## src/rtl/irwfs_pkg.sv

```systemverilog
// Shared constants, tables and helper functions of the wall-following steering block.
`default_nettype none
package irwfs_pkg;

  // Default geometry, all Q8.8.
  localparam int DEF_SENSOR_SPACING     = 4096;
  localparam int DEF_FRONT_MOUNT_OFFSET = 0;
  localparam int DEF_REAR_MOUNT_OFFSET  = 0;

  // Configuration register indexes.
  localparam logic [2:0] REG_FRONT_SCALE     = 3'd0;
  localparam logic [2:0] REG_FRONT_BIAS      = 3'd1;
  localparam logic [2:0] REG_REAR_SCALE      = 3'd2;
  localparam logic [2:0] REG_REAR_BIAS       = 3'd3;
  localparam logic [2:0] REG_TARGET_DISTANCE = 3'd4;
  localparam logic [2:0] REG_DISTANCE_GAIN   = 3'd5;
  localparam logic [2:0] REG_ANGLE_GAIN      = 3'd6;
  localparam logic [2:0] REG_BASE_SPEED      = 3'd7;

  localparam int CORDIC_STEPS = 15;
  localparam int ANGLE_LIMIT  = 25736;
  localparam int ALIGN_LIMIT  = 3276;
  localparam int NEAR_LIMIT   = 2560;
  localparam int INV_GAIN_Q14 = 9949;

  // Divider geometry: numerator is scale shifted up by eight bits.
  localparam int DIV_NUM_W = 24;
  localparam int DIV_DEN_W = 11;

  // Stage counts of each section.
  localparam int DIV_LAT  = DIV_NUM_W + 2;
  localparam int ATAN_LAT = CORDIC_STEPS + 2;
  localparam int COS_LAT  = CORDIC_STEPS + 1;
  localparam int TAIL_LAT = 5;
  localparam int PIPE_LAT = DIV_LAT + ATAN_LAT + COS_LAT + TAIL_LAT;

  localparam int WIDE_W = 42;

  // Arctangent of 2^-i in Q2.14.
  function automatic logic [13:0] atan_q14(input int unsigned i);
    logic [13:0] r;
    case (i)
      0:       r = 14'd12868;
      1:       r = 14'd7596;
      2:       r = 14'd4014;
      3:       r = 14'd2037;
      4:       r = 14'd1023;
      5:       r = 14'd512;
      6:       r = 14'd256;
      7:       r = 14'd128;
      8:       r = 14'd64;
      9:       r = 14'd32;
      10:      r = 14'd16;
      11:      r = 14'd8;
      12:      r = 14'd4;
      13:      r = 14'd2;
      14:      r = 14'd1;
      default: r = 14'd0;
    endcase
    return r;
  endfunction

  // Saturates a wide signed value into 16 bits.
  function automatic logic signed [15:0] sat16(input logic signed [WIDE_W-1:0] v);
    logic signed [15:0] r;
    if (v > 42'sd32767) begin
      r = 16'sh7fff;
    end else if (v < -42'sd32768) begin
      r = 16'sh8000;
    end else begin
      r = v[15:0];
    end
    return r;
  endfunction

endpackage
`default_nettype wire

```

## src/rtl/irwfs_atan.sv

```systemverilog
// Pipelined CORDIC in vectoring mode giving the clamped wall angle.
`default_nettype none
module irwfs_atan #(
  parameter int SPACING = 4096
) (
  input  wire logic               clk,
  input  wire logic               en,
  input  wire logic signed [16:0] diff,
  input  wire logic signed [15:0] mean_in,
  output logic signed [15:0]      angle,
  output logic signed [15:0]      mean_out
);
  import irwfs_pkg::*;

  localparam int N  = CORDIC_STEPS;
  localparam int CW = 32;
  localparam int ZW = 18;

  logic signed [CW-1:0] x    [0:N];
  logic signed [CW-1:0] y    [0:N];
  logic signed [ZW-1:0] z    [0:N];
  logic                 zf   [0:N];
  logic signed [15:0]   mean [0:N];
  logic signed [ZW-1:0] nz;

  always_ff @(posedge clk) begin
    if (en) begin
      x[0]    <= CW'(SPACING * 4096);
      y[0]    <= CW'(diff) <<< 12;
      z[0]    <= '0;
      zf[0]   <= (diff == 17'sd0);
      mean[0] <= mean_in;
    end
  end

  for (genvar k = 0; k < N; k++) begin : g_step
    logic signed [ZW-1:0] t;
    assign t = $signed({4'b0000, atan_q14(k)});
    always_ff @(posedge clk) begin
      if (en) begin
        if (y[k] >= 0) begin
          x[k+1] <= x[k] + (y[k] >>> k);
          y[k+1] <= y[k] - (x[k] >>> k);
          z[k+1] <= z[k] + t;
        end else begin
          x[k+1] <= x[k] - (y[k] >>> k);
          y[k+1] <= y[k] + (x[k] >>> k);
          z[k+1] <= z[k] - t;
        end
        zf[k+1]   <= zf[k];
        mean[k+1] <= mean[k];
      end
    end
  end

  assign nz = -z[N];

  always_ff @(posedge clk) begin
    if (en) begin
      if (zf[N]) begin
        angle <= '0;
      end else if (nz > ZW'(ANGLE_LIMIT)) begin
        angle <= 16'(ANGLE_LIMIT);
      end else if (nz < -ZW'(ANGLE_LIMIT)) begin
        angle <= -16'(ANGLE_LIMIT);
      end else begin
        angle <= nz[15:0];
      end
      mean_out <= mean[N];
    end
  end

endmodule
`default_nettype wire

```

## config.mk

```make
export PLATFORM = sky130hd
export DESIGN_NAME = irwfs_atan
export DESIGN_NICKNAME = d
export VERILOG_FILES = /design/src/rtl/irwfs_pkg.sv /design/src/rtl/irwfs_atan.sv
export SDC_FILE = /design/constraint.sdc
export NUM_CORES = 2
export LEC_CHECK = 0
export CORE_ASPECT_RATIO = 0.8
export CORE_MARGIN = 3
export CORE_UTILIZATION = 38
export CTS_BUF_LIST = sky130_fd_sc_hd__clkbuf_16
export DETAILED_ROUTE_END_ITERATION = 12
export DONT_BUFFER_PORTS = 1
export SYNTH_ARGS = -nofsm -noshare
export SYNTH_HDL_FRONTEND = slang
export SYNTH_SLANG_ARGS = --single-unit
```

## constraint.sdc

```tcl
create_clock -name clk -period 10.65 [get_ports clk]
set_input_delay 2.13 -clock clk [delete_from_list [all_inputs] [get_ports clk]]
set_output_delay 2.13 -clock clk [all_outputs]
set_load 0.05 [all_outputs]
```

==> flow_summary.ini <==
[yosys]
synth_top_family_by_area = compound AO/OA/AOI/OAI gates
synth.most_common_cell = edfxtp_1
synth_compound_area_frac = 0.165
yosysWarningCount = 0
synthMuxAreaShare = 0.00429
ys_ff_latch = 1293
synth_top_area_frac = 0.423
synth_cell_type_count = 89
synthSimpleGateAreaFrac = 0.134
synth_seq_area_share = 0.423
async_flop_share = 0
synth_flop_cell = edfxtp_1
synth_nets = 9998
avgSynthCellArea_um2 = 10.2
netlist_instances = 9005
synthXorXnorAreaFrac = 0.119
synth_edf_count = 1293
synth_area_um2 = 91800
synth_area_leader_cell = edfxtp_1
yosys.area_share.adder = 0.133
synth_commonest_cells = edfxtp_1, ha_1, xnor2_1
synth.top_cells.by_area = edfxtp_1, ha_1, xnor2_1

[min_path]
hp-class = flip-flop to flip-flop

[clock_tree]
htree_levels = 4
clk_pin_slew_ps = 60
cts_tree = done
cts_resized = 0
clock-sinks = 1293
ctsHoldBuffers = 0
clockBufferDepth = 4
cts_buffers = 149
worstSkewPairLatency_ps = 800
cts-root-buf = clkbuf_16
postCtsSetupBuffers = 0

[timing]
hold_viol = 0
period_needed_ps = 8900
clock_skew_ps = 49.4
setup-tns-final_ps = 0
worstMarginPinSlew_ps = 1220
fmax_mhz = 112
setup_viol = 0
slew_headroom = 0.187
final-max-slew-violation-count = 0
period_share = 0.836
rsz0062_at_grt = false

[final_layout]
diodes = 0
area_delta_synth_final_pct = 9.27
nets = 10000
post_route_cells_drive_above_1_share = 0.0351
fillers = 22800

[floorplan]
initial_utilization = 0.384
core_area_um2 = 239000
pin_count = 67
fp.dieW_um = 556
dieArea_um2 = 248000
die_h_um = 446
rows = 160

[critical_path]
cp_top_family = buffers and inverters
end_kind = flip-flop
arrival_ps = 9490
cp_slowest_cell = buf_16
worstSetupStartpointType = input pin
cpMostUsedCell = buf_16
critPathKind = input pin to flip-flop
cp_max_fo = 249
worst-r2r-setup-slack_ps = 3800
critPathRequiredTime_ps = 11230
cp_cell_sequence = buf_16 > buf_16 > buf_16 > nand2_1 > inv_1 > buf_4 > nor2_1 > xor2_1 > ha_1 > nand2b_1 > a21oi_1 > o21ai_0 > a211oi_1 > a2111oi_0 > o21ai_0 > nand2_1 > a211oi_1 > nor2_1 > o311ai_0
max_stage_delay_ps = 850
critPathBufInv = 5

[detailed_routing]
viasPerCell = 5.56
ant_nets = 0
vias = 68300
drt_iter0_drc = 5679
wl_um = 228000
dr.pass1.iters = 8
drc = 0
wl_per_cell_um = 18.5

[flow_run]
drv_cap = 0

[placement]
portBuffers = 0
gp_congestion = 0.906
dp_hpwl_um = 175000

[global_routing]
antenna_found_initial = 6
grt_pass1_wl_um = 362000
grt_max_degree = 1333
grt_use_total = 0.179
grt_pass1_vias = 64700
overflow = 0

[status]
status = completed
kinds of logic (layout without fill, tap and decap cells):
family / Yosys count / after routing
AND/OR/NAND/NOR: 2537 / 2537
AO/OA/AOI/OAI: 2384 / 2384
flip-flops: 1293 / 1293
XOR/XNOR: 1241 / 1241
adder cells (fa/ha/maj): 958 / 958
buffers and inverters: 554 / 687
multiplexers: 38 / 38
cells in the final DEF, fill, tap and decap left out, drive strengths merged, types with 118 or more instances in the layout:
| cell type | count |
|---|---|
| nor3 | 270 |
| a21oi | 720 |
| edfxtp | 1293 |
| nor2 | 752 |
| xor2 | 423 |
| nand2 | 562 |
| ha | 926 |
| xnor2 | 817 |
| clkbuf | 152 |
| o21a | 118 |
| nand3 | 167 |
| inv | 424 |
| nor2b | 122 |
| o21ai | 532 |
| a21o | 268 |
| nand2b | 148 |
metal layers:
layer / track usage / up-vias / wire length (um)
met3: 0.0249 / 280 / 12500
met2: 0.273 / 1723 / 98300
met4: 0.0367 / 4 / 4470
met5: 0 / - / 38
met1: 0.269 / 32800 / 113000
li1: - / 33500 / -
state kept, by name, indices dropped and copies added (netlist names):
name and cells:
y 390, z 237, mean 256, angle 16
zf 16, x 362, mean_out 16
per-stage QoR:
stage,cells,util,cell area [um2],worst slack (ps),hold WS [ps]
6_report,12300,0.420,100000,1750,390
4_1_cts,12300,0.419,100000,3640,391
2_1_floorplan,9005,-,91800,4110,400
3_5_place_dp,12000,0.399,95400,2780,405
3_3_place_gp,12000,0.399,95400,2920,401
5_1_grt,12300,0.420,100000,1120,403
final timing paths:
check / from / to / cells after the start
max: en / y[5][62]$_DFFE_PP_ / 19
min: mean[2][1]$_DFFE_PP_ / mean[3][1]$_DFFE_PP_ / 0
max reg2reg: y[2][10]$_DFFE_PP_ / x[2][61]$_DFFE_PP_ / 23
min reg2reg: mean[2][1]$_DFFE_PP_ / mean[3][1]$_DFFE_PP_ / 0
cell type report:
type / count / area, um2 / share of cell area
multi-input combinational: 7158 / 50900 / 0.507
sequential: 1293 / 38800 / 0.387
tap: 3159 / 3950 / 0.0394
clock buffer: 152 / 3800 / 0.0379
inverter: 403 / 1510 / 0.0151
clock inverter: 102 / 980 / 0.00976
timing repair buffer: 30 / 345 / 0.00344
Power is left out: the tool's default activity adds up to more than one toggle a clock period on the data nets, which glitch-free logic cannot reach.
