[config.mk]
export PLATFORM = sky130hd
export DESIGN_NAME = irwfs_cos
export DESIGN_NICKNAME = d
export VERILOG_FILES = /design/src/rtl/irwfs_pkg.sv /design/src/rtl/irwfs_cos.sv
export SDC_FILE = /design/constraint.sdc
export NUM_CORES = 2
export LEC_CHECK = 0
export BUFFER_PORTS_ARGS = -buffer_cell sky130_fd_sc_hd__buf_2
export CORE_UTILIZATION = 55
export DETAILED_ROUTE_END_ITERATION = 12
export HOLD_SLACK_MARGIN = 0.12
export PLACE_DENSITY = 0.81
export SLEW_MARGIN = 0
export SYNTH_ARGS = -nofsm -noshare
export SYNTH_HDL_FRONTEND = slang
export SYNTH_SLANG_ARGS = --single-unit
[constraint.sdc]
create_clock -name clk -period 10.45 [get_ports clk]
set_input_delay 2.09 -clock clk [delete_from_list [all_inputs] [get_ports clk]]
set_output_delay 2.09 -clock clk [all_outputs]
set_load 0.05 [all_outputs]
[src/rtl/irwfs_pkg.sv]
// Shared constants, tables and helper functions of the wall-following steering block.
`default_nettype none
package irwfs_pkg;

  // Default geometry, all Q8.8.
  localparam int DEF_SENSOR_SPACING     = 4096;
  localparam int DEF_FRONT_MOUNT_OFFSET = 0;
  localparam int DEF_REAR_MOUNT_OFFSET  = 0;

  // Configuration register indexes.
  localparam logic [2:0] REG_FRONT_SCALE     = 3'd0;
  localparam logic [2:0] REG_FRONT_BIAS      = 3'd1;
  localparam logic [2:0] REG_REAR_SCALE      = 3'd2;
  localparam logic [2:0] REG_REAR_BIAS       = 3'd3;
  localparam logic [2:0] REG_TARGET_DISTANCE = 3'd4;
  localparam logic [2:0] REG_DISTANCE_GAIN   = 3'd5;
  localparam logic [2:0] REG_ANGLE_GAIN      = 3'd6;
  localparam logic [2:0] REG_BASE_SPEED      = 3'd7;

  localparam int CORDIC_STEPS = 15;
  localparam int ANGLE_LIMIT  = 25736;
  localparam int ALIGN_LIMIT  = 3276;
  localparam int NEAR_LIMIT   = 2560;
  localparam int INV_GAIN_Q14 = 9949;

  // Divider geometry: numerator is scale shifted up by eight bits.
  localparam int DIV_NUM_W = 24;
  localparam int DIV_DEN_W = 11;

  // Stage counts of each section.
  localparam int DIV_LAT  = DIV_NUM_W + 2;
  localparam int ATAN_LAT = CORDIC_STEPS + 2;
  localparam int COS_LAT  = CORDIC_STEPS + 1;
  localparam int TAIL_LAT = 5;
  localparam int PIPE_LAT = DIV_LAT + ATAN_LAT + COS_LAT + TAIL_LAT;

  localparam int WIDE_W = 42;

  // Arctangent of 2^-i in Q2.14.
  function automatic logic [13:0] atan_q14(input int unsigned i);
    logic [13:0] r;
    case (i)
      0:       r = 14'd12868;
      1:       r = 14'd7596;
      2:       r = 14'd4014;
      3:       r = 14'd2037;
      4:       r = 14'd1023;
      5:       r = 14'd512;
      6:       r = 14'd256;
      7:       r = 14'd128;
      8:       r = 14'd64;
      9:       r = 14'd32;
      10:      r = 14'd16;
      11:      r = 14'd8;
      12:      r = 14'd4;
      13:      r = 14'd2;
      14:      r = 14'd1;
      default: r = 14'd0;
    endcase
    return r;
  endfunction

  // Saturates a wide signed value into 16 bits.
  function automatic logic signed [15:0] sat16(input logic signed [WIDE_W-1:0] v);
    logic signed [15:0] r;
    if (v > 42'sd32767) begin
      r = 16'sh7fff;
    end else if (v < -42'sd32768) begin
      r = 16'sh8000;
    end else begin
      r = v[15:0];
    end
    return r;
  endfunction

endpackage
`default_nettype wire

[src/rtl/irwfs_cos.sv]
// Pipelined CORDIC in rotation mode giving the cosine of the wall angle.
`default_nettype none
module irwfs_cos (
  input  wire logic               clk,
  input  wire logic               en,
  input  wire logic signed [15:0] angle_in,
  input  wire logic signed [15:0] mean_in,
  output logic signed [17:0]      cosv,
  output logic signed [15:0]      angle_out,
  output logic signed [15:0]      mean_out
);
  import irwfs_pkg::*;

  localparam int N  = CORDIC_STEPS;
  localparam int CW = 26;
  localparam int ZW = 18;

  logic signed [CW-1:0] x    [0:N];
  logic signed [CW-1:0] y    [0:N];
  logic signed [ZW-1:0] z    [0:N];
  logic signed [15:0]   ang  [0:N];
  logic signed [15:0]   mean [0:N];

  always_ff @(posedge clk) begin
    if (en) begin
      x[0]    <= CW'(INV_GAIN_Q14 * 256);
      y[0]    <= '0;
      z[0]    <= ZW'(angle_in);
      ang[0]  <= angle_in;
      mean[0] <= mean_in;
    end
  end

  for (genvar k = 0; k < N; k++) begin : g_step
    logic signed [ZW-1:0] t;
    assign t = $signed({4'b0000, atan_q14(k)});
    always_ff @(posedge clk) begin
      if (en) begin
        if (z[k] >= 0) begin
          x[k+1] <= x[k] - (y[k] >>> k);
          y[k+1] <= y[k] + (x[k] >>> k);
          z[k+1] <= z[k] - t;
        end else begin
          x[k+1] <= x[k] + (y[k] >>> k);
          y[k+1] <= y[k] - (x[k] >>> k);
          z[k+1] <= z[k] + t;
        end
        ang[k+1]  <= ang[k];
        mean[k+1] <= mean[k];
      end
    end
  end

  // Result scaled from Q2.22 down to Q2.14.
  assign cosv      = 18'(x[N] >>> 8);
  assign angle_out = ang[N];
  assign mean_out  = mean[N];

endmodule
`default_nettype wire

==> key figures <==
Status
  – Outcome: complete, but fails checks
  – Failing checks: design-rule violations

Synthesis
  – EDFF count, synth: 1377
  – Async S/R FF share, synth: 0%
  – Post-synth top flop: edfxtp_1
  – Syn_nets: 8505
  – Top post-synthesis cells by area: edfxtp_1 (48%), ha_1 (11%), xnor2_1 (7.8%), a21oi_1 (3.8%), xor2_1 (3.0%)
  – Area leader, netlist: edfxtp_1
  – Mapped Cells: 7656
  – Count leader, synth: edfxtp_1
  – Synth cell count leaders: edfxtp_1 (1377), ha_1 (778), xnor2_1 (764), a21oi_1 (653), nor2_1 (513)
  – Mapped Area: 85600 µm²
  – Seq cells post-synth: 1377
  – Synth top area share: 48.3%
  – Register area share after synthesis: 48.3%
  – Yosys Warn Count: 0
  – Syn avg cell area: 11.2 µm²
  – Cell variety after synth: 107

GRT
  – GR Util All Layers: 24.5%
  – Initial antenna violation count: 0
  – GRT met1 Usage: 30.2%
  – Largest net degree at the start of global routing: 167
  – Global-route wire length before repair: 311 mm
  – GRT met2 Usage: 43.7%
  – Global Route met3 Usage: 3.05%
  – Grt ovf: 0
  – GRT Max-Usage Layer: met2
  – Vias in the first global route: 58800

Place
  – Port Buffers: 83
  – Placed Instances: 9690
  – Detailed placer's ending HPWL: 140 mm
  – Gpl congestion: 0.923
  – Setup Slack @ Placement: 3.14 ns

Floorplanning
  – Chip width: 396 µm
  – Io pins: 84
  – Starting density of the core: 55.5%
  – Die footprint: 157000 µm²
  – Die Y: 396 µm
  – Row count: 144
  – Core ar.: 154000 µm²

Timing
  – Worst slew pin tran: 1.25 ns
  – Max_slew headroom: 14.4%
  – Final hold violation count: 0
  – RSZ-0062 raised after global routing: false
  – Final setup viols: 0
  – Clock Skews: 0.0546 ns
  – Crit path time final: 6.68 ns
  – FMAX: 0.150 GHz
  – Final Cycle Share: 63.9%
  – Fin. max-slew vios: 0
  – Fin Setup TNS: 0 ns
  – Final worst slack: 3.77 ns

Worst setup path
  – Reg2reg start: y[1][70]$_DFFE_PP_
  – Worst EP arrival: 7.19 ns
  – Reg2reg path depth: 14
  – Crit. End Element: register
  – Crit path launch type: input port
  – R2r endpoint: x[11][24]$_DFFE_PP_
  – Critical Path Fanout Max: 73
  – Setup CP Type: input port to register
  – CP Data Required Time: 10.96 ns
  – Worst R2R Setup Slack: 4.96 ns

Drt
  – DR vias: 59500
  – DR WL/cell: 19.6 µm
  – Drt via density: 5.98
  – DRT Wirelength: 195 mm
  – Initial drt markers: 4758
  – DRT Pass-1 Iters: 10
  – ANT nets after route: 0
  – DRC viols: 10

Finish
  – Non-Filler Instances: 9953
  – Fillers: 12000
  – N_diodes: 0
  – Area grow syn2layout: 8.97%
  – Core Util, Final: 60.4%
  – Layout cell share with drive strength beyond 1: 6.04%
  – Nets@finish: 8641
  – FF+latch area: 41300 µm²
  – Multi-input gate area: 42200 µm²

CTS
  – Post CTS Setup Buffer Count: 0
  – Clock Path Buffers: 3
  – Clk sinks: 1377
  – Skew-Pair Late Insertion Delay: 0.79 ns
  – H-tree Lvls: 4
  – CTS tree: yes
  – CTS root buf: clkbuf_16
  – CTS Hold Bufs: 0
  – CTS Buf Count: 144
  – Worst-path clk slew: 0.06 ns
  – Post-CTS resize count: 0

Worst hold path
  – Min-Delay Path Class: register to register
  – Hold path start: mean[7][7]$_DFFE_PP_
  – Worst Hold Path EP: mean[8][7]$_DFFE_PP_
  – Worst hold stages: 0

Run
  – Maxcap violations: 0
## per-layer routing
metal  share of wire (%)  vias up
met3                 4.7      468
li1                    -    28700
met4                 3.6        0
met2                  50     1811
met5                   0        -
met1                  41    28600
## area by class of cell
type,instances,share of cell area (%)
multi-input combinational,5741,45.2
sequential,1377,44.4
clock buffer,168,3.96
tap,2044,2.74
inverter,404,1.63
clock inverter,95,1.28
timing repair buffer,124,0.805
## registers in the layout, indices dropped and copies added, names as in the netlist
register	count
ang	255
x	330
z	227
y	309
mean	256
## critical path, cell delays in order
cell and delay [ns]:
buf_12 0.26, buf_4 0.73, and2_1 0.23, buf_4 0.31, inv_1 0.14, buf_4 0.27, nand2_1 0.11, o21ai_0 0.14
fa_1 0.47, nor2b_1 0.14, o21ai_0 0.11, a21o_1 0.22, a211oi_1 0.51, a2111oi_0 0.32, o31ai_1 0.44, nor2_1 0.14
o31ai_1 0.26, xor2_1 0.10
## how the worst max path moves through the flow
| stage | slack, ns | depth (start not counted) | endpoint | start |
|---|---|---|---|---|
| 3_5_place_dp | 3.14 | 18 | y[0][201]$_DFFE_PP_ | en |
| 4_1_cts | 3.93 | 18 | y[0][206]$_DFFE_PP_ | en |
| 3_3_place_gp | 3.25 | 18 | y[0][201]$_DFFE_PP_ | en |
| 5_1_grt | 3.46 | 18 | y[0][206]$_DFFE_PP_ | en |
| 6_report | 3.77 | 18 | y[0][206]$_DFFE_PP_ | en |
| 2_1_floorplan | 4.11 | 19 | x[10][23]$_DFFE_PP_ | en |
## per-stage QoR
step	area (µm²)	hold WS, ns
after detailed placement	88300	0.405
after global routing	93200	0.398
after floorplan	85600	0.400
after CTS	93200	0.386
after global placement	88300	0.400
final	93200	0.390
## cell usage in the layout, fill, tap and decap left out, drive strengths merged, types with 61 or more instances in the layout
master,instances
a21oi,655
nor2b,116
or3,69
clkbuf,168
nor3,184
o21ai,394
o21bai,94
a211oi,66
o21a,92
nand2b,122
a31oi,61
o31ai,64
edfxtp,1377
xnor2,764
ha,778
inv,411
nand3,136
a21o,257
nand2,376
xor2,293
buf,124
nor2,513
## kinds of logic (layout without fill, tap and decap cells)
| family | count (synthesis) | count (layout) | share of synthesized area (%) |
|---|---|---|---|
| AND/OR/NAND/NOR | 1801 | 1801 | 10.3 |
| other | 1 | 1 | 0.00438 |
| AO/OA/AOI/OAI | 2001 | 2001 | 15.0 |
| XOR/XNOR | 1057 | 1057 | 10.8 |
| flip-flops | 1377 | 1377 | 48.3 |
| multiplexers | 62 | 62 | 0.784 |
| buffers and inverters | 538 | 791 | 2.38 |
| adder cells (fa/ha/maj) | 819 | 819 | 12.3 |
Power is not shown: default switching activity piles up to over one toggle a cycle in this logic, so the estimate is an artifact.
