`config.mk`:
```
export PLATFORM = sky130hd
export DESIGN_NAME = irwfs_div
export DESIGN_NICKNAME = d
export VERILOG_FILES = /design/src/rtl/irwfs_pkg.sv /design/src/rtl/irwfs_div.sv
export SDC_FILE = /design/constraint.sdc
export NUM_CORES = 1
export LEC_CHECK = 0
export ABC_AREA = 1
export BUFFER_PORTS_ARGS = -buffer_cell sky130_fd_sc_hd__buf_4
export CAP_MARGIN = 20
export CORE_UTILIZATION = 30
export CTS_BUF_LIST = sky130_fd_sc_hd__clkbuf_16
export DETAILED_ROUTE_END_ITERATION = 10
export GPL_TIMING_DRIVEN = 1
export HOLD_SLACK_MARGIN = 0.08
export PLACE_DENSITY_LB_ADDON = 0.1
export SETUP_SLACK_MARGIN = 0.05
export SYNTH_ARGS = -nofsm -noshare
export SYNTH_HDL_FRONTEND = slang
export SYNTH_SLANG_ARGS = --single-unit
```
`constraint.sdc`:
```
create_clock -name clk -period 6.3 [get_ports clk]
set_input_delay 0.63 -clock clk [delete_from_list [all_inputs] [get_ports clk]]
set_output_delay 0.63 -clock clk [all_outputs]
set_load 0.01 [all_outputs]
```
`src/rtl/irwfs_pkg.sv`:
```
// Shared constants, tables and helper functions of the wall-following steering block.
`default_nettype none
package irwfs_pkg;

  // Default geometry, all Q8.8.
  localparam int DEF_SENSOR_SPACING     = 4096;
  localparam int DEF_FRONT_MOUNT_OFFSET = 0;
  localparam int DEF_REAR_MOUNT_OFFSET  = 0;

  // Configuration register indexes.
  localparam logic [2:0] REG_FRONT_SCALE     = 3'd0;
  localparam logic [2:0] REG_FRONT_BIAS      = 3'd1;
  localparam logic [2:0] REG_REAR_SCALE      = 3'd2;
  localparam logic [2:0] REG_REAR_BIAS       = 3'd3;
  localparam logic [2:0] REG_TARGET_DISTANCE = 3'd4;
  localparam logic [2:0] REG_DISTANCE_GAIN   = 3'd5;
  localparam logic [2:0] REG_ANGLE_GAIN      = 3'd6;
  localparam logic [2:0] REG_BASE_SPEED      = 3'd7;

  localparam int CORDIC_STEPS = 15;
  localparam int ANGLE_LIMIT  = 25736;
  localparam int ALIGN_LIMIT  = 3276;
  localparam int NEAR_LIMIT   = 2560;
  localparam int INV_GAIN_Q14 = 9949;

  // Divider geometry: numerator is scale shifted up by eight bits.
  localparam int DIV_NUM_W = 24;
  localparam int DIV_DEN_W = 11;

  // Stage counts of each section.
  localparam int DIV_LAT  = DIV_NUM_W + 2;
  localparam int ATAN_LAT = CORDIC_STEPS + 2;
  localparam int COS_LAT  = CORDIC_STEPS + 1;
  localparam int TAIL_LAT = 5;
  localparam int PIPE_LAT = DIV_LAT + ATAN_LAT + COS_LAT + TAIL_LAT;

  localparam int WIDE_W = 42;

  // Arctangent of 2^-i in Q2.14.
  function automatic logic [13:0] atan_q14(input int unsigned i);
    logic [13:0] r;
    case (i)
      0:       r = 14'd12868;
      1:       r = 14'd7596;
      2:       r = 14'd4014;
      3:       r = 14'd2037;
      4:       r = 14'd1023;
      5:       r = 14'd512;
      6:       r = 14'd256;
      7:       r = 14'd128;
      8:       r = 14'd64;
      9:       r = 14'd32;
      10:      r = 14'd16;
      11:      r = 14'd8;
      12:      r = 14'd4;
      13:      r = 14'd2;
      14:      r = 14'd1;
      default: r = 14'd0;
    endcase
    return r;
  endfunction

  // Saturates a wide signed value into 16 bits.
  function automatic logic signed [15:0] sat16(input logic signed [WIDE_W-1:0] v);
    logic signed [15:0] r;
    if (v > 42'sd32767) begin
      r = 16'sh7fff;
    end else if (v < -42'sd32768) begin
      r = 16'sh8000;
    end else begin
      r = v[15:0];
    end
    return r;
  endfunction

endpackage
`default_nettype wire

```
`src/rtl/irwfs_div.sv`:
```
// Pipelined restoring divider that turns one IR sample into a distance.
`default_nettype none
module irwfs_div #(
  parameter int OFFSET = 0
) (
  input  wire logic               clk,
  input  wire logic               en,
  input  wire logic [9:0]         sample,
  input  wire logic [15:0]        scale,
  input  wire logic signed [9:0]  bias,
  output logic signed [15:0]      distance
);
  import irwfs_pkg::*;

  localparam int NB = DIV_NUM_W;
  localparam int DW = DIV_DEN_W;

  logic [NB-1:0] nm   [0:NB];
  logic [NB-1:0] quo  [0:NB];
  logic [DW-1:0] dm   [0:NB-1];
  logic [DW-1:0] rem  [0:NB-1];
  logic          neg  [0:NB];
  logic          zero [0:NB];

  logic signed [11:0] den;
  logic signed [17:0] qs;
  logic signed [17:0] qo;

  assign den = $signed({2'b00, sample}) + 12'(bias);

  always_ff @(posedge clk) begin
    if (en) begin
      nm[0]   <= {scale, 8'd0};
      quo[0]  <= '0;
      rem[0]  <= '0;
      dm[0]   <= den[11] ? DW'(-den) : DW'(den);
      neg[0]  <= den[11];
      zero[0] <= (den == 12'sd0);
    end
  end

  // One quotient bit per stage, most significant first.
  for (genvar k = 0; k < NB; k++) begin : g_step
    logic [DW:0] trial;
    logic        ge;
    assign trial = {rem[k], nm[k][NB-1-k]};
    assign ge    = (trial >= {1'b0, dm[k]});
    always_ff @(posedge clk) begin
      if (en) begin
        nm[k+1]   <= nm[k];
        quo[k+1]  <= {quo[k][NB-2:0], ge};
        neg[k+1]  <= neg[k];
        zero[k+1] <= zero[k];
      end
    end
    if (k < NB - 1) begin : g_carry
      always_ff @(posedge clk) begin
        if (en) begin
          dm[k+1]  <= dm[k];
          rem[k+1] <= ge ? DW'(trial - {1'b0, dm[k]}) : trial[DW-1:0];
        end
      end
    end
  end

  always_comb begin
    if (zero[NB]) begin
      qs = (nm[NB] != '0) ? 18'sd32767 : 18'sd0;
    end else if (neg[NB]) begin
      qs = (quo[NB] > NB'(32768)) ? -18'sd32768 : -$signed({1'b0, quo[NB][16:0]});
    end else begin
      qs = (quo[NB] > NB'(32767)) ? 18'sd32767 : $signed({1'b0, quo[NB][16:0]});
    end
    qo = qs - 18'(OFFSET);
  end

  always_ff @(posedge clk) begin
    if (en) begin
      distance <= sat16(WIDE_W'(qo));
    end
  end

endmodule
`default_nettype wire

```
==> results.json, run 1 <==
{
  "status": "finished, final reports clean",
  "synth_area_leaders": "edfxtp_1, ha_1, nand2_1",
  "hp-class": "reg2reg",
  "ys_seq_area_share_pct": 70.1,
  "reg2reg_slack_ns": 3.60,
  "grt-ovfl-total": 0,
  "crit_path_cell_trace": "ha_1, fa_1, inv_1, nand2_1, nand2_1, nand3_1, nand3_1, a21oi_1",
  "fin_skew_ns": 0.0341,
  "cts_tree": "done",
  "worstSetupEndpointType": "register",
  "fin_util_pct": 35.1,
  "synth_compound_area_share_pct": 5.58,
  "synthMuxAreaShare_pct": 0,
  "ys_ff_latch": 1283,
  "cp-startpoint": "dm[0][77]",
  "yosys_warnings": 0,
  "timing.final.ws_setup_ns": 3.60,
  "slew_violations": 0,
  "pwr_density_cell_nw_per_um2": 433,
  "hold_viol": 0,
  "crit_fanout": 21,
  "yosys.area.top_type": "edfxtp_1",
  "power_mw": 27.5,
  "grt_pass1_wl_um": 168000,
  "tightest_slew_ns": 1.08,
  "hp-start": "nm[2][86]",
  "vias": 30200,
  "synth_xor_xnor_area_share_pct": 2.90,
  "critical_path_class": "reg2reg",
  "rows": 156,
  "cts.sinks": 1283,
  "cpLargestDelayFamily": "simple AND/OR/NAND/NOR gates",
  "drt_pass1_iterations": 5,
  "whs_endpoint": "nm[2][110]",
  "viasPerCell": 4.38,
  "synth_edf_count": 1283,
  "setup_viol": 0,
  "dp_slack_ns": 3.50,
  "post-cts-setup-buffer-count": 0,
  "synth_top_family_by_area": "simple AND/OR/NAND/NOR gates",
  "root_buffer": "clkbuf_16",
  "max_slew_margin_pct": 28.1,
  "clk_pin_slew_ns": 0.06,
  "final_cells": 6898,
  "syn_avg_cell_area_um2": 13.1,
  "fillers": 17600,
  "path_depth": 8,
  "required_ns": 6.75,
  "clock_latency_ns": 0.79,
  "synth.cell_area_um2": 55000,
  "cts_buffers": 153,
  "clock_path_buffers": 3,
  "r2r_cells": 8,
  "nNetsFinal": 4737,
  "initialDrtViolationCount": 1725,
  "final.period_utilization_pct": 42.9,
  "io_buffers": 53,
  "synth_top_area_share_pct": 70.1,
  "reg2reg_to": "rem[1][5]",
  "worstReg2RegStart": "dm[0][77]",
  "synth_common_cells": "edfxtp_1, nand2_1, inv_1",
  "synth.distinct_cells": 46,
  "leakage_nw": 24.8,
  "coreArea_um2": 181000,
  "wirelength_um": 105000,
  "rsz0062_at_grt": "no",
  "die_w_um": 430,
  "ant_nets": 0,
  "syn_inst": 4211,
  "boundaryPins": 54,
  "drv_cap": 0,
  "slowest_delay_ns": 0.63,
  "wl_per_cell_um": 15.2,
  "drc": 0,
  "grt_use_total_pct": 11.4,
  "grt_max_degree": 181,
  "drive_above_1_share_pct": 7.97,
  "htree_levels": 4,
  "crit_arrival_ns": 3.15,
  "peakVddDrop_mv": 0.263,
  "tns_ns": 0,
  "area_delta_synth_final_pct": 15.7,
  "grt_pass1_vias": 30900,
  "place_inst": 6606,
  "async_flop_share_pct": 0,
  "cp_slowest_cell": "nand3_1",
  "diodes": 0,
  "gp_congestion": 0.802,
  "dieArea_um2": 185000,
  "detailed_place_hpwl_um": 70700,
  "synth.most_common_cell": "edfxtp_1",
  "yosys.area_share.adder_pct": 6.91,
  "die_h_um": 430,
  "max_freq_mhz": 370,
  "synth-simple-area-share_pct": 10.7,
  "start_util_pct": 30.3,
  "min_path_cells": 0,
  "period_needed_ns": 2.70,
  "synth-main-ff-cell": "edfxtp_1",
  "crit_buf_inv": 1,
  "startpoint_type": "register",
  "syn_nets": 4539,
  "antenna_found_initial": 1
}
[where the power goes]
| group | total (mW) | internal (mW) | switching, mW |
|---|---|---|---|
| registers | 11.9 | 11.2 | 0.734 |
| logic | 6.67 | 2.54 | 4.13 |
| clock network | 8.93 | 5.33 | 3.59 |
| total | 27.5 | 19.1 | 8.46 |
[through the flow]
stage	instance area, um2	hold WS (ns)
after CTS	63600	0.333
after global placement	58300	0.400
final	63600	0.411
after detailed placement	58300	0.405
after global routing	63600	0.398
after floorplan	55000	0.400
[flip-flops by register name (all words and copies together) (netlist names)]
register	flops
zero	25
dm	264
neg	25
distance	16
quo	300
rem	253
nm	400
[cell usage in the layout, fill, tap and decap left out, drive strengths merged, types with 37 or more instances in the layout]
master  instances
nand3         226
nand4          37
nor3           66
a21oi         345
nor2          383
inv           528
xor2           98
ha            267
o21ai         149
buf            70
edfxtp       1283
clkinv         54
nand2         593
clkbuf        155
xnor2          84
[kinds of logic after synthesis]
kind of cell    count (synthesis)
simple gates                 1348
compound gates                572
buf+inv                       536
flops                        1283
xor+xnor                      182
fa+ha+maj                     290
[repair_timing]
action,4_1_cts,5_1_grt
hold endpoints to repair,17,0
hold buffers,18,0
setup endpoints to repair,0,0
gates resized for setup,0,0
[metal layers]
metal / track usage [%] / wire [um]
met5: 0 / 0
met4: 4.44 / 2940
met3: 2.22 / 3440
met2: 19.2 / 50300
met1: 14.5 / 48200
[worst register-to-register path, cell delays in order (launching register included)]
cell	delay (ns)
edfxtp_1	0.48
ha_1	0.29
fa_1	0.41
inv_1	0.07
nand2_1	0.05
nand2_1	0.13
nand3_1	0.09
nand3_1	0.63
a21oi_1	0.22
[final cells by class]
| cell class | instances | area [um2] | share of cell area (%) |
|---|---|---|---|
| clock buffer | 155 | 3880 | 6.10 |
| multi-input combinational | 2392 | 14300 | 22.5 |
| timing repair buffer | 88 | 788 | 1.24 |
| inverter | 491 | 1850 | 2.90 |
| clock inverter | 119 | 1290 | 2.03 |
| tap | 2370 | 2970 | 4.66 |
| sequential | 1283 | 38500 | 60.5 |
[worst max-delay path by stage]
stage,to,slack (ns)
after CTS,rem[1][7],3.60
after detailed placement,dm[0][9],3.50
after global placement,dm[0][9],3.49
after global routing,rem[1][50],3.35
after floorplan,dm[0][9],3.82
final,rem[1][5],3.60
Note: power is estimated with default switching activity, not from simulation.
==> run 2, diff against run 1 <==
Clock period 6.3 ns to 2.4 ns, I/O delays scaled along.
==> run 2 against run 1 <==
Core utilization up 0.47 points. Maximum frequency up 21%. Sequential share of layout area down 0.80 points. Largest cell class unchanged. Critical endpoint is now rem[1][53]. Via count up 1.4%. Clock-buffer cell count down 3. Routed wire length up 2.4%. Flip-flop and latch count unchanged. Clock power up 140%. Combinational power rose to 2.8 times the previous value. Final cell count up 1.7%.
==> results.json, run 2 (synthesis gave the netlist of run 1 again) <==
{
  "max_slew_margin_pct": 57.0,
  "slowest_delay_ns": 0.39,
  "nNetsFinal": 4849,
  "htree_levels": 4,
  "fin_skew_ns": 0.0268,
  "final.period_utilization_pct": 93.1,
  "tightest_slew_ns": 0.640,
  "reg_top3": "nm: 400 flops, quo: 300 flops, dm: 264 flops",
  "status": "finished, final reports clean",
  "max_freq_mhz": 448,
  "drc": 0,
  "cts_buffers": 150,
  "leakage_nw": 25.3,
  "final_common_cell": "edfxtp_1",
  "period_needed_ns": 2.23,
  "grt_pass1_vias": 31600,
  "tns_ns": 0,
  "crit_fanout": 5,
  "start_util_pct": 30.3,
  "drt_pass1_iterations": 5,
  "grt_max_degree": 99,
  "slew_violations": 0,
  "initialDrtViolationCount": 1808,
  "critical_path_class": "reg2reg",
  "gp_congestion": 0.785,
  "dieArea_um2": 185000,
  "wl_per_cell_um": 15.3,
  "hold_viol": 0,
  "root_buffer": "clkbuf_16",
  "vias": 30600,
  "grt_pass1_wl_um": 173000,
  "peakVddDrop_mv": 0.640,
  "placedInstanceArea_um2": 59300,
  "drive_above_1_share_pct": 10.6,
  "cts.sinks": 1283,
  "cts_tree": "done",
  "pwr_density_cell_nw_per_um2": 1110,
  "clock_path_buffers": 3,
  "detailed_place_hpwl_um": 75400,
  "hp-class": "in2reg",
  "rsz0062_at_grt": "yes",
  "final_area_um2": 64500,
  "clk_pin_slew_ns": 0.06,
  "rows": 156,
  "die_h_um": 430,
  "setup_viol": 0,
  "largest_reg_flops": 400,
  "area_delta_synth_final_pct": 17.3,
  "antenna_found_initial": 4,
  "boundaryPins": 54,
  "required_ns": 2.97,
  "largest_register": "nm",
  "grt_use_total_pct": 11.8,
  "crit_path_cell_trace": "inv_1, ha_1, fa_2, inv_1, nand2_1, nand2_1, buf_4, nand3_1, nand3_2, buf_4, nor2_1, a21oi_1",
  "clock_latency_ns": 0.76,
  "startpoint_type": "register",
  "io_buffers": 53,
  "die_w_um": 430,
  "viasPerCell": 4.37,
  "coreArea_um2": 181000,
  "wirelength_um": 107000,
  "cp_slowest_cell": "edfxtp_1",
  "grt-ovfl-total": 0,
  "crit_arrival_ns": 2.81,
  "fillers": 17600,
  "ant_nets": 0,
  "final_cell_mix": "edfxtp_1, nand2_1, inv_1",
  "worstSetupEndpointType": "register",
  "drv_cap": 0
}
## run 2: final cells by class
class                   instances  area, um2  area share (%)
diodes                          1       2.50         0.00388
clock buffers                 152       3800            5.90
clock inverters               122        950            1.47
inverters                     491       1850            2.87
multi-input cells            2392      14400            22.4
flip-flops and latches       1283      38500            59.7
well taps                    2370       2970            4.60
repair buffers                203       1940            3.00
## run 2: stage by stage
stage | hold slack (ns) | std cells | setup WS [ns] | utilization, % | total power, mW
global route | 0.140 | 7014 | 0.00532 | 35.6 | 76.8
detailed placement | 0.405 | 6710 | 0.0177 | 32.7 | 50.4
CTS | 0.112 | 7007 | 0.0525 | 35.5 | 73.0
floorplan | 0.339 | 4211 | 0.305 | - | 44.7
finish | 0.194 | 7014 | 0.166 | 35.6 | 71.8
global placement | 0.400 | 6710 | 0.0285 | 32.7 | 50.6
## run 2: path summary, 6_finish.rpt
check | startpoint | to | slack (ns) | cells after the start
hold / removal | bias[8] | dm[0][8] | 0.19 | 6
hold reg to reg | neg[1][2] | neg[1][3] | 0.40 | 0
setup reg to reg | nm[1][84] | rem[1][53] | 0.17 | 12
setup / recovery | nm[1][84] | rem[1][53] | 0.17 | 12
## run 2: worst max-delay path: cells and delay by family, from the launching register on
family | cells | cell delay, ns
AND/OR/NAND/NOR | 5 | 0.42
buffers and inverters | 4 | 0.41
flip-flops | 1 | 0.39
AO/OA/AOI/OAI | 1 | 0.19
adder cells (fa/ha/maj) | 2 | 0.63
## run 2: timing repair
| item | CTS | global route |
|---|---|---|
| gates cloned | 0 | 1 |
| hold endpoints to repair | 113 | 0 |
| gates resized for setup | 4 | 51 |
| hold buffers | 22 | 0 |
| setup buffers | 1 | 5 |
| pin swaps | 0 | 4 |
| setup endpoints to repair | 6 | 71 |
## run 2: layer usage
metal | track usage [%] | wire length (um) | part of all wire (%) | vias up
met5 | 0 | 0 | 0 | -
met1 | 15.5 | 50800 | 47 | 14500
met4 | 4.03 | 2740 | 2.6 | 0
li1 | - | - | - | 15500
met3 | 2.30 | 3670 | 3.4 | 170
met2 | 19.2 | 50200 | 47 | 386
## run 2: where the power goes
group | switching [mW] | total (mW) | internal (mW)
clock | 9.18 | 21.7 | 12.6
sequential | 1.92 | 31.3 | 29.4
combinational | 11.4 | 18.7 | 7.35
